File: config.mk
export PLATFORM = sky130hd
export DESIGN_NAME = bmm_fifo
export DESIGN_NICKNAME = d
export VERILOG_FILES = /design/src/hw/rtl/bmm_pkg.sv /design/src/hw/rtl/bmm_fifo.sv
export SDC_FILE = /design/constraint.sdc
export NUM_CORES = 1
export LEC_CHECK = 0
export BUFFER_PORTS_ARGS = -buffer_cell sky130_fd_sc_hd__buf_4
export CORE_MARGIN = 4
export CORE_UTILIZATION = 44
export DETAILED_ROUTE_END_ITERATION = 8
export GPL_ROUTABILITY_DRIVEN = 0
export GPL_TIMING_DRIVEN = 0
export MAX_ROUTING_LAYER = met4
export SETUP_SLACK_MARGIN = 0.3
export SYNTH_ARGS = -nofsm -noshare
export SYNTH_HDL_FRONTEND = slang
export SYNTH_SLANG_ARGS = --single-unit
File: constraint.sdc
create_clock -name clk_i -period 1.7 [get_ports clk_i]
set_input_delay 0 -clock clk_i [delete_from_list [all_inputs] [get_ports clk_i]]
set_output_delay 0 -clock clk_i [all_outputs]
set_load 0.02 [all_outputs]
File: src/hw/rtl/bmm_pkg.sv
// Shared constants, codes and types of the box min/max filter.
package bmm_pkg;

  localparam int unsigned MAX_WIDTH_DEF  = 2048;
  localparam int unsigned MAX_RADIUS_DEF = 8;
  localparam int unsigned PIXEL_BITS_DEF = 16;

  localparam int unsigned WIDTH_REG_W  = 12;
  localparam int unsigned HEIGHT_REG_W = 16;
  localparam int unsigned RADIUS_REG_W = 4;
  localparam int unsigned CFG_DATA_W   = 16;
  localparam int unsigned CFG_IDX_W    = 3;
  localparam int unsigned ROW_W        = 17;

  localparam int unsigned WIDTH_RESET  = 2048;
  localparam int unsigned HEIGHT_RESET = 1024;
  localparam int unsigned RADIUS_RESET = 6;

  localparam int unsigned FIFO_DEPTH = 8;

  typedef enum logic [CFG_IDX_W-1:0] {
    REG_WIDTH  = 3'd0,
    REG_HEIGHT = 3'd1,
    REG_RADIUS = 3'd2,
    REG_MODE   = 3'd3
  } cfg_reg_e;

  typedef enum logic {
    OP_PIXEL = 1'b0,
    OP_DRAIN = 1'b1
  } op_e;

  typedef struct packed {
    logic has_out;
    logic last;
    logic mode_max;
  } item_ctrl_t;

endpackage

File: src/hw/rtl/bmm_fifo.sv
// Small first-in first-out queue between the front and back parts.
module bmm_fifo #(
  parameter int unsigned WIDTH = 8,
  parameter int unsigned DEPTH = bmm_pkg::FIFO_DEPTH
) (
  input  logic                       clk_i,
  input  logic                       rst_ni,
  input  logic                       push_i,
  input  logic [WIDTH-1:0]           push_data_i,
  input  logic                       pop_i,
  output logic                       empty_o,
  output logic [WIDTH-1:0]           head_o,
  output logic [$clog2(DEPTH+1)-1:0] free_o
);

  localparam int unsigned PTR_W = $clog2(DEPTH);
  localparam int unsigned CNT_W = $clog2(DEPTH+1);

  logic [WIDTH-1:0] slot_q [DEPTH];
  logic [PTR_W-1:0] wptr_q, wptr_d, rptr_q, rptr_d;
  logic [CNT_W-1:0] cnt_q, cnt_d;

  always_comb begin
    wptr_d = wptr_q;
    rptr_d = rptr_q;
    cnt_d  = cnt_q;
    if (push_i) begin
      wptr_d = (wptr_q == PTR_W'(DEPTH-1)) ? '0 : wptr_q + PTR_W'(1);
    end
    if (pop_i) begin
      rptr_d = (rptr_q == PTR_W'(DEPTH-1)) ? '0 : rptr_q + PTR_W'(1);
    end
    if (push_i && !pop_i) begin
      cnt_d = cnt_q + CNT_W'(1);
    end else if (!push_i && pop_i) begin
      cnt_d = cnt_q - CNT_W'(1);
    end
  end

  always_ff @(posedge clk_i or negedge rst_ni) begin
    if (!rst_ni) begin
      wptr_q <= '0;
      rptr_q <= '0;
      cnt_q  <= '0;
    end else begin
      wptr_q <= wptr_d;
      rptr_q <= rptr_d;
      cnt_q  <= cnt_d;
    end
  end

  always_ff @(posedge clk_i) begin
    if (push_i) begin
      slot_q[wptr_q] <= push_data_i;
    end
  end

  assign empty_o = (cnt_q == '0);
  assign head_o  = slot_q[rptr_q];
  assign free_o  = CNT_W'(DEPTH) - cnt_q;

endmodule

==> qor.yml <==
logic_synthesis:
  netlist_area_sq_um: 3170
  yosysWarnings: 0
  ys_seq_area_share_pct: 68.6
  syn_area_per_cell_sq_um: 19.4
  yosysUniqueCellTypes: 30
  synthTopCellsByArea: "edfxtp_1, dfrtp_1, mux4_1, mux4_2, mux2_4"
  synth_seq_cells: 74
  synth-adder-area-share_pct: 3.79
  synth_top_area_share_pct: 60.7
  syn_nets: 184
  synth_cells: 163
  yosys.area_share.simple_pct: 4.11
  muxShareOfSynthArea_pct: 18.6
  synth-compound-area-share_pct: 1.46
  synth_xor_area_share_pct: 1.11
  synth_top_family_by_area: "multiplexers"
  netlist.top_cell.by_area: "edfxtp_1"
die:
  core_sq_um: 6910
  die_y_um: 92.8
  die-area_sq_um: 8620
  initial_core_util_pct: 45.8
  io_pins: 25
  num_rows: 30
  dieWidth_um: 92.8
final_layout:
  synthToLayoutAreaGrowth_pct: 36.1
  drive_above_1_share_pct: 50.6
  diodes: 0
  fin_nets: 257
  fin_util_pct: 62.4
detailed_routing:
  postRouteWirelength_mm: 6.55
  first_iter_violations: 95
  viasPerCell: 5.29
  drc_errors: 0
  drtPass1Iterations: 4
  post_drt_wl_per_cell_um: 19.4
  vias: 1782
  ant_nets: 0
pwr:
  power_density_nw_per_um2: 1850
  ir_drop_mv: 0.921
  static-leakage-power_nw: 1.59
timing:
  rsz0062_at_grt: "true"
  finClkSkew_ns: 0.00851
  max_freq_mhz: 494
  drv_slew: 0
  finalSetupViolations: 8
  fin_ws_ns: -0.325
  relSlewSlack_pct: 46.1
  hold_viol_final: 0
  period_share_pct: 119
  whs_ns: 0.0227
  worst_pin_slew_ns: 0.809
  period_needed_ns: 2.02
placement:
  dpl.hpwl_mm: 3.75
  port_buffers: 24
clocking:
  tritoncts: "built"
  cts.sinks: 74
  htreeDepth: 3
  clock_latency_ns: 0.34
  clock-root-buffer: "clkbuf_8"
  clockBufferDepth: 2
  cts_buffers: 9
  cts.clk_slew.worst_paths_ns: 0.08
grt:
  overflow: 0
  grt_pass1_wl_mm: 9.90
  track_usage_pct: 16.4
  grt_start_max_net_pins: 13
  grt_antenna_before_repair: 0
  grt_pass1_vias: 1844
critical_path:
  crit_type: "flop to output pin"
  crit_required_ns: 1.70
  cp_data_arrival_time_ns: 2.02
  cp-start-kind: "flop"
  cp-end-kind: "output pin"
  crit_path_max_fanout: 5
status:
  status: "finished with violations"
  violations: "negative setup slack"
min_path:
  hold_path_class: "input port to asynchronous set/reset pin"
flow_run:
  maxCapViolations: 0
## synth_stat cells
cell      number
fa_1           1
xnor2_1        3
o21ai_0        2
buf_4          1
nor3b_1        1
ha_1           8
buf_2          1
a2111o_1       1
inv_1          5
buf_12         1
nor2_1         8
mux2_4         8
nand2b_1       3
nor3_1         4
mux2_2         6
or4_1          1
xor2_1         1
a21oi_1        2
o211ai_1       2
nand2_1        4
mux4_1         8
edfxtp_1      64
nand3b_1       2
buf_6          1
or3_1          1
nand3_1        2
clkbuf_1       3
mux4_2         8
dfrtp_1       10
mux2i_1        1
## metal layers
metal	track usage, %	routed length (um)	share of wire [%]
met1	19.0	2660	41
met2	28.1	3550	54
met3	3.90	244	3.7
met4	5.86	103	1.6
met5	-	0	0
## worst paths after layout
path                            startpoint      endpoint  slack, ns  depth (start not counted)
worst max-delay path             rptr_q[0]     head_o[4]      -0.32                          6
worst min-delay path                rst_ni     wptr_q[1]       0.02                          2
worst max register to register    cnt_q[2]      cnt_q[3]       0.20                          4
worst min register to register   wptr_q[1]     wptr_q[1]       0.59                          1
max in group asynchronous           rst_ni      cnt_q[0]       1.51                          2
min in group clk_i                  push_i  slot_q[1][2]       0.21                          3
## report_power, final
part	switching (W)	internal, W
Combinational	0.00167	0.00211
Sequential	0.000230	0.00234
Clock	0.000629	0.000968
Total	0.00253	0.00542
## worst max-delay path: stages, from the launching register on
cell	delay [ns]
dfrtp_1	0.40
buf_6	0.16
buf_12	0.10
buf_12	0.11
mux4_2	0.50
mux2_4	0.28
buf_6	0.13
## cell usage in the layout, fill, tap and decap left out, drive strengths merged, types with 3 or more instances in the layout
master       count
bufinv           3
edfxtp          64
nor3             4
nand2            4
nor2             8
nand2b           3
clkinv           3
dlygate4sd3     11
xnor2            3
dfrtp           10
clkbuf          12
buf             56
inv              5
mux2            14
ha               8
mux4            16
## metrics by stage
stage / setup TNS, ns / area, sq um / power (W) / instances / setup slack (ns)
3_3_place_gp: -4.20 / 3490 / 0.00516 / 283 / -0.237
5_1_grt: -2.87 / 4310 / 0.00831 / 337 / -0.372
6_report: -2.45 / 4310 / 0.00795 / 337 / -0.325
2_1_floorplan: 0 / 3190 / 0.00443 / 163 / 0.265
4_1_cts: -2.25 / 4140 / 0.00761 / 328 / -0.298
3_5_place_dp: -5.47 / 3490 / 0.00530 / 283 / -0.215
## area by class of cell
class | count | area [sq um]
multi-input combinational | 77 | 1070
sequential | 74 | 2180
buffer | 7 | 58.8
timing repair buffer | 62 | 626
clock buffer | 10 | 128
clock inverter | 6 | 105
inverter | 5 | 18.8
tap | 96 | 120
fill | 501 | 2600
## sequential cells by signal, indices dropped and copies added, names as in the netlist
signal,flops
wptr_q,3
rptr_q,3
cnt_q,4
slot_q,64
## kinds of logic (layout without fill, tap and decap cells)
family | Yosys count | count (layout)
fa+ha+maj | 9 | 9
buf+inv | 12 | 90
xor+xnor | 4 | 4
flops | 74 | 74
simple gates | 26 | 26
mux | 31 | 31
compound gates | 7 | 7
## what timing repair did
item / CTS / global route
cloned: 2 / 0
setup buffers: 16 / 9
resized for setup: 38 / 15
endpoints found under the hold margin: 80 / 0
pin swaps: 5 / 7
endpoints found under the setup margin: 78 / 62
hold buffers: 11 / 0
No activity file was read; power rests on OpenSTA's default activity.
