$ cat src/hw/rtl/bmm_pkg.sv
// Shared constants, codes and types of the box min/max filter.
package bmm_pkg;

  localparam int unsigned MAX_WIDTH_DEF  = 2048;
  localparam int unsigned MAX_RADIUS_DEF = 8;
  localparam int unsigned PIXEL_BITS_DEF = 16;

  localparam int unsigned WIDTH_REG_W  = 12;
  localparam int unsigned HEIGHT_REG_W = 16;
  localparam int unsigned RADIUS_REG_W = 4;
  localparam int unsigned CFG_DATA_W   = 16;
  localparam int unsigned CFG_IDX_W    = 3;
  localparam int unsigned ROW_W        = 17;

  localparam int unsigned WIDTH_RESET  = 2048;
  localparam int unsigned HEIGHT_RESET = 1024;
  localparam int unsigned RADIUS_RESET = 6;

  localparam int unsigned FIFO_DEPTH = 8;

  typedef enum logic [CFG_IDX_W-1:0] {
    REG_WIDTH  = 3'd0,
    REG_HEIGHT = 3'd1,
    REG_RADIUS = 3'd2,
    REG_MODE   = 3'd3
  } cfg_reg_e;

  typedef enum logic {
    OP_PIXEL = 1'b0,
    OP_DRAIN = 1'b1
  } op_e;

  typedef struct packed {
    logic has_out;
    logic last;
    logic mode_max;
  } item_ctrl_t;

endpackage

$ cat src/hw/rtl/bmm_back.sv
// Back part: column extreme window, horizontal reduction and output register.
module bmm_back #(
  parameter int unsigned MAX_RADIUS = bmm_pkg::MAX_RADIUS_DEF,
  parameter int unsigned PIXEL_BITS = bmm_pkg::PIXEL_BITS_DEF
) (
  input  logic                  clk_i,
  input  logic                  rst_ni,
  input  logic                  empty_i,
  input  logic [PIXEL_BITS-1:0] head_col_i,
  input  logic [2*MAX_RADIUS:0] head_mask_i,
  input  bmm_pkg::item_ctrl_t   head_ctrl_i,
  output logic                  pop_o,
  output logic                  out_valid_o,
  input  logic                  out_ready_i,
  output logic [PIXEL_BITS-1:0] value_o,
  output logic                  last_o
);

  localparam int unsigned WIN = 2*MAX_RADIUS + 1;
  localparam int unsigned NG  = (WIN + 3) / 4;

  function automatic logic [PIXEL_BITS-1:0] pick(input logic mx,
                                                 input logic [PIXEL_BITS-1:0] a,
                                                 input logic [PIXEL_BITS-1:0] b);
    if (mx) return (a > b) ? a : b;
    return (a < b) ? a : b;
  endfunction

  logic                  adv;
  logic [PIXEL_BITS-1:0] win_q [WIN];
  logic                  b0_valid_q, b1_valid_q, out_valid_q;
  logic [WIN-1:0]        b0_mask_q;
  bmm_pkg::item_ctrl_t   b0_ctrl_q, b1_ctrl_q;
  logic [PIXEL_BITS-1:0] part_d [NG];
  logic [PIXEL_BITS-1:0] part1_q [NG];
  logic [PIXEL_BITS-1:0] value_d, value_q;
  logic                  last_q;

  assign adv   = !out_valid_q || out_ready_i;
  assign pop_o = adv && !empty_i;

  always_ff @(posedge clk_i or negedge rst_ni) begin
    if (!rst_ni) begin
      b0_valid_q  <= 1'b0;
      b1_valid_q  <= 1'b0;
      out_valid_q <= 1'b0;
    end else if (adv) begin
      b0_valid_q  <= pop_o && head_ctrl_i.has_out;
      b1_valid_q  <= b0_valid_q;
      out_valid_q <= b1_valid_q;
    end
  end

  always_ff @(posedge clk_i) begin
    if (pop_o) begin
      win_q[0] <= head_col_i;
      for (int i = 1; i < WIN; i++) begin
        win_q[i] <= win_q[i-1];
      end
      b0_mask_q <= head_mask_i;
      b0_ctrl_q <= head_ctrl_i;
    end
    if (adv) begin
      part1_q   <= part_d;
      b1_ctrl_q <= b0_ctrl_q;
      value_q   <= value_d;
      last_q    <= b1_ctrl_q.last;
    end
  end

  always_comb begin
    for (int g = 0; g < int'(NG); g++) begin
      part_d[g] = b0_ctrl_q.mode_max ? '0 : '1;
    end
    for (int i = 0; i < WIN; i++) begin
      if (b0_mask_q[i]) begin
        part_d[i/4] = pick(b0_ctrl_q.mode_max, part_d[i/4], win_q[i]);
      end
    end
  end

  always_comb begin
    value_d = b1_ctrl_q.mode_max ? '0 : '1;
    for (int g = 0; g < int'(NG); g++) begin
      value_d = pick(b1_ctrl_q.mode_max, value_d, part1_q[g]);
    end
  end

  assign out_valid_o = out_valid_q;
  assign value_o     = value_q;
  assign last_o      = last_q;

endmodule

$ cat config.mk
export PLATFORM = sky130hd
export DESIGN_NAME = bmm_back
export DESIGN_NICKNAME = d
export VERILOG_FILES = /design/src/hw/rtl/bmm_pkg.sv /design/src/hw/rtl/bmm_back.sv
export SDC_FILE = /design/constraint.sdc
export NUM_CORES = 1
export LEC_CHECK = 0
export BUFFER_PORTS_ARGS = -buffer_cell sky130_fd_sc_hd__buf_2
export CAP_MARGIN = 20
export CORE_MARGIN = 2
export CORE_UTILIZATION = 55
export DETAILED_ROUTE_END_ITERATION = 8
export PLACE_DENSITY = 0.79
export SETUP_SLACK_MARGIN = 0.3
export SLEW_MARGIN = 20
export SYNTH_ARGS = -nofsm -noshare
export SYNTH_HDL_FRONTEND = slang
export SYNTH_SLANG_ARGS = --single-unit
$ cat constraint.sdc
create_clock -name clk_i -period 111.4 [get_ports clk_i]
set_clock_uncertainty 0.2 [all_clocks]
set_input_delay 33.42 -clock clk_i [delete_from_list [all_inputs] [get_ports clk_i]]
set_output_delay 33.42 -clock clk_i [all_outputs]
set_load 0.005 [all_outputs]
==> results.md <==
- Outcome: completed
- Clock sink count: 393
- Dominant synthesized flop cell: edfxtp_1
- Total wire length: 61,200 µm
- CTS-repair resized insts: 0
- Number of global-route vias before repair: 18.5k
- Postcts setup bufs: 0
- Layout cells sized above 1: 0.137
- Synthesized net count: 2,736
- Final count of hold timing violations: 0
- ANT cells: 0
- Critical path data required time: 77.78 ns
- Critical path startpoint category: input pin
- Most common cell on crit path: buf_2
- Post-synthesis register bit count: 393
- Number of max-slew violations in the final report: 0
- Nets: 2,793
- Clk_lat worst skew: 0.58 ns
- Final min period: 68.19 ns
- Antenna-violating nets left: 0
- Worst setup EP type: output port
- Post-synth top area share: 0.456
- F_max: 0.0147 GHz
- Layout fillers: 3,564
- Avg Inst Size Synth: 11.0 µm²
- Crit path arrival time: 34.57 ns
- Die Y-Extent: 220 µm
- Worst-path maximum fanout: 56
- MaxCap Viol Count: 0
- Drt drc: 0
- Num CTS Buffers: 43
- Clock Tree Root: clkbuf_16
- Global Route Usage Sum: 0.254
- Max_slew headroom: 0.308
- Min-delay worst type: register to register
- Area growth syn-to-layout: 9.26%
- Post-synth ARST share: 0.00763
- HPWL after detailed placement: 45,300 µm
- Leak pwr: 12.3 nW
- Clk pin slew, worst setup/hold paths: 0.06 ns
- Register area: 11,800 µm²
- Sequential share of the synthesized area: 0.459
- Critical-path top delay cell: nand2b_4
- Die Footprint: 48,500 µm²
- Top post-synthesis cells by area: edfxtp_1 (46%), ha_1 (17%), inv_1 (5.5%)
- Die X: 220 µm
- Worst Tran Pin Value: 1.04 ns
- RSZ-0062 raised after global routing: false
- H-tree levels: 2
- Setup Crit Path Kind: input pin to output port
- Max incr delay on CP: 0.55 ns
- Max Root-Sink Buffers: 3
- IO Count: 59
- Inst Count DP: 2,961
- VDD IR-drop max: 0.0252 mV
- Setup TNS: 0 ns
- Remaining Overflow, GRT: 0
- Synth warnings: 0
- Crit path cell chain: buf_2, nand2b_4, nor2b_4, buf_2
- Final GP Congestion: 0.916
- Hold buffers post-CTS: 0
- Top cell type by total area after synthesis: edfxtp_1
- Initial antenna violation count: 3
- Power Dens Cells: 24.6 nW/µm²
- Starting density of the core: 0.554
- Core Rows: 79
- Core Footprint: 46,400 µm²
- Drt first pass iters: 6
- Post-synth cell types: 75
- Pin count of the biggest net entering global routing: 168
- TritonCTS clock tree: done
- IO Port Bufs: 58
- Post-synth EDFFs: 390
- Area of the multi-input gates: 12,200 µm²
- Final Setup Violations: 0
- Final hold slack: 0.249 ns
- Global-route wire length before repair: 96,900 µm
- Cells after synthesis: 2,344
- Vias: 18.4k
- 1st-iter DRT viols: 1,724
- Post-Route Utilization: 0.606
- WL/cell: 20.2 µm
- Post-synthesis cell area: 25,700 µm²
- Final Cycle Share: 0.612
- Non-Filler Instances: 3,039
- Routed vias/inst: 6.05
[cell usage after synthesis, drive strengths merged (5+ instances only)]
| cell type | number |
|---|---|
| a21oi | 156 |
| edfxtp | 390 |
| clkbuf | 50 |
| or2 | 5 |
| o41ai | 7 |
| o31ai | 51 |
| nand2b | 15 |
| nor3 | 30 |
| nor4 | 10 |
| mux2i | 24 |
| mux2 | 141 |
| and4 | 9 |
| a31oi | 8 |
| o21a | 15 |
| nor2 | 117 |
| nand3 | 38 |
| o211ai | 34 |
| nand4 | 71 |
| inv | 374 |
| o221ai | 18 |
| a22oi | 16 |
| ha | 352 |
| or3 | 20 |
| a211oi | 16 |
| o21ai | 120 |
| o221a | 18 |
| a21o | 51 |
| or4 | 5 |
| a2111oi | 5 |
| nand2 | 102 |
| nor2b | 17 |
| buf | 18 |
[worst max-delay path: cells and delay by family]
family | cells | cell delay (ns)
buffers and inverters | 2 | 0.22
and+or+nand+nor | 2 | 0.91
[final timing paths]
check | startpoint | end | slack (ns) | cells past startpoint
worst min register to register | win_q[0][249] | win_q[0][265] | 0.25 | 0
min in group asynchronous | rst_ni | out_valid_o | 32.43 | 1
worst min-delay path | win_q[0][249] | win_q[0][265] | 0.25 | 0
worst max register to register | b1_ctrl_q[0] | value_o[1] | 97.86 | 40
max in group asynchronous | rst_ni | b0_valid_q | 78.46 | 1
worst max-delay path | out_ready_i | pop_o | 43.21 | 4
[layout make-up]
class,count,share of cell area
Inverter,375,0.0502
Sequential cell,393,0.420
Tap cell,607,0.0270
Timing Repair Buffer,80,0.0175
Clock buffer,54,0.0409
Multi-Input combinational cell,1508,0.436
Clock inverter,22,0.00864
[per-stage QoR]
| stage | total power [mW] | cell area (µm²) | worst slack (ns) |
|---|---|---|---|
| after floorplan | 0.459 | 25700 | 29.12 |
| after global placement | 0.525 | 26600 | 43.20 |
| after detailed placement | 0.540 | 26600 | 43.19 |
| after CTS | 0.688 | 28000 | 43.19 |
| after global routing | 0.738 | 28100 | 43.11 |
| final | 0.691 | 28100 | 43.21 |
[report_power, final]
part | internal, mW | switching, mW
clock | 0.0844 | 0.0599
sequential | 0.201 | 0.0185
combinational | 0.144 | 0.183
[sequential cells by signal, indices dropped and copies added, names as in the netlist]
signal       count
b0_ctrl_q        2
b0_mask_q       17
b0_valid_q       1
b1_ctrl_q        2
b1_valid_q       1
last_o           1
out_valid_o      1
part1_q         80
value_o         16
win_q          272
[cells in the final DEF (no fill, tap or decap), types with 20 or more instances in the layout]
master     netlist  final
buf_2           10     58
o21ai_0        114    114
mux2i_1         23     21
o211ai_1        34     34
or3_1           20     20
ha_1           352    352
inv_1          374    374
nor2_1         117    114
mux2_2         114    114
a21oi_1        147    146
a21o_1          51     51
nor3_1          30     30
nand2_1        102    102
mux2_4          27     27
edfxtp_1       390    390
nand4_1         70     70
nand3_1         37     37
clkbuf_16        0     43
o31ai_1         50     50
[metal layers]
metal  vias up  GRT usage  wire [µm]  share of wire
met2       575      0.444      30200           0.49
met3       146     0.0338       3450          0.056
met4         4      0.112       2590          0.042
li1       8826          -          -              -
met1      8830      0.315      25000           0.41
met5         -          0         29        0.00047
[cell families (layout without fill, tap and decap cells)]
| kind of cell | after synthesis | count (layout) | synth area share |
|---|---|---|---|
| AO/OA/AOI/OAI | 544 | 544 | 0.142 |
| AND/OR/NAND/NOR | 447 | 447 | 0.0862 |
| buffers and inverters | 443 | 531 | 0.0669 |
| flip-flops | 393 | 393 | 0.459 |
| adder cells (fa/ha/maj) | 352 | 352 | 0.171 |
| multiplexers | 165 | 165 | 0.0752 |
(Power assumes the default switching activity.)
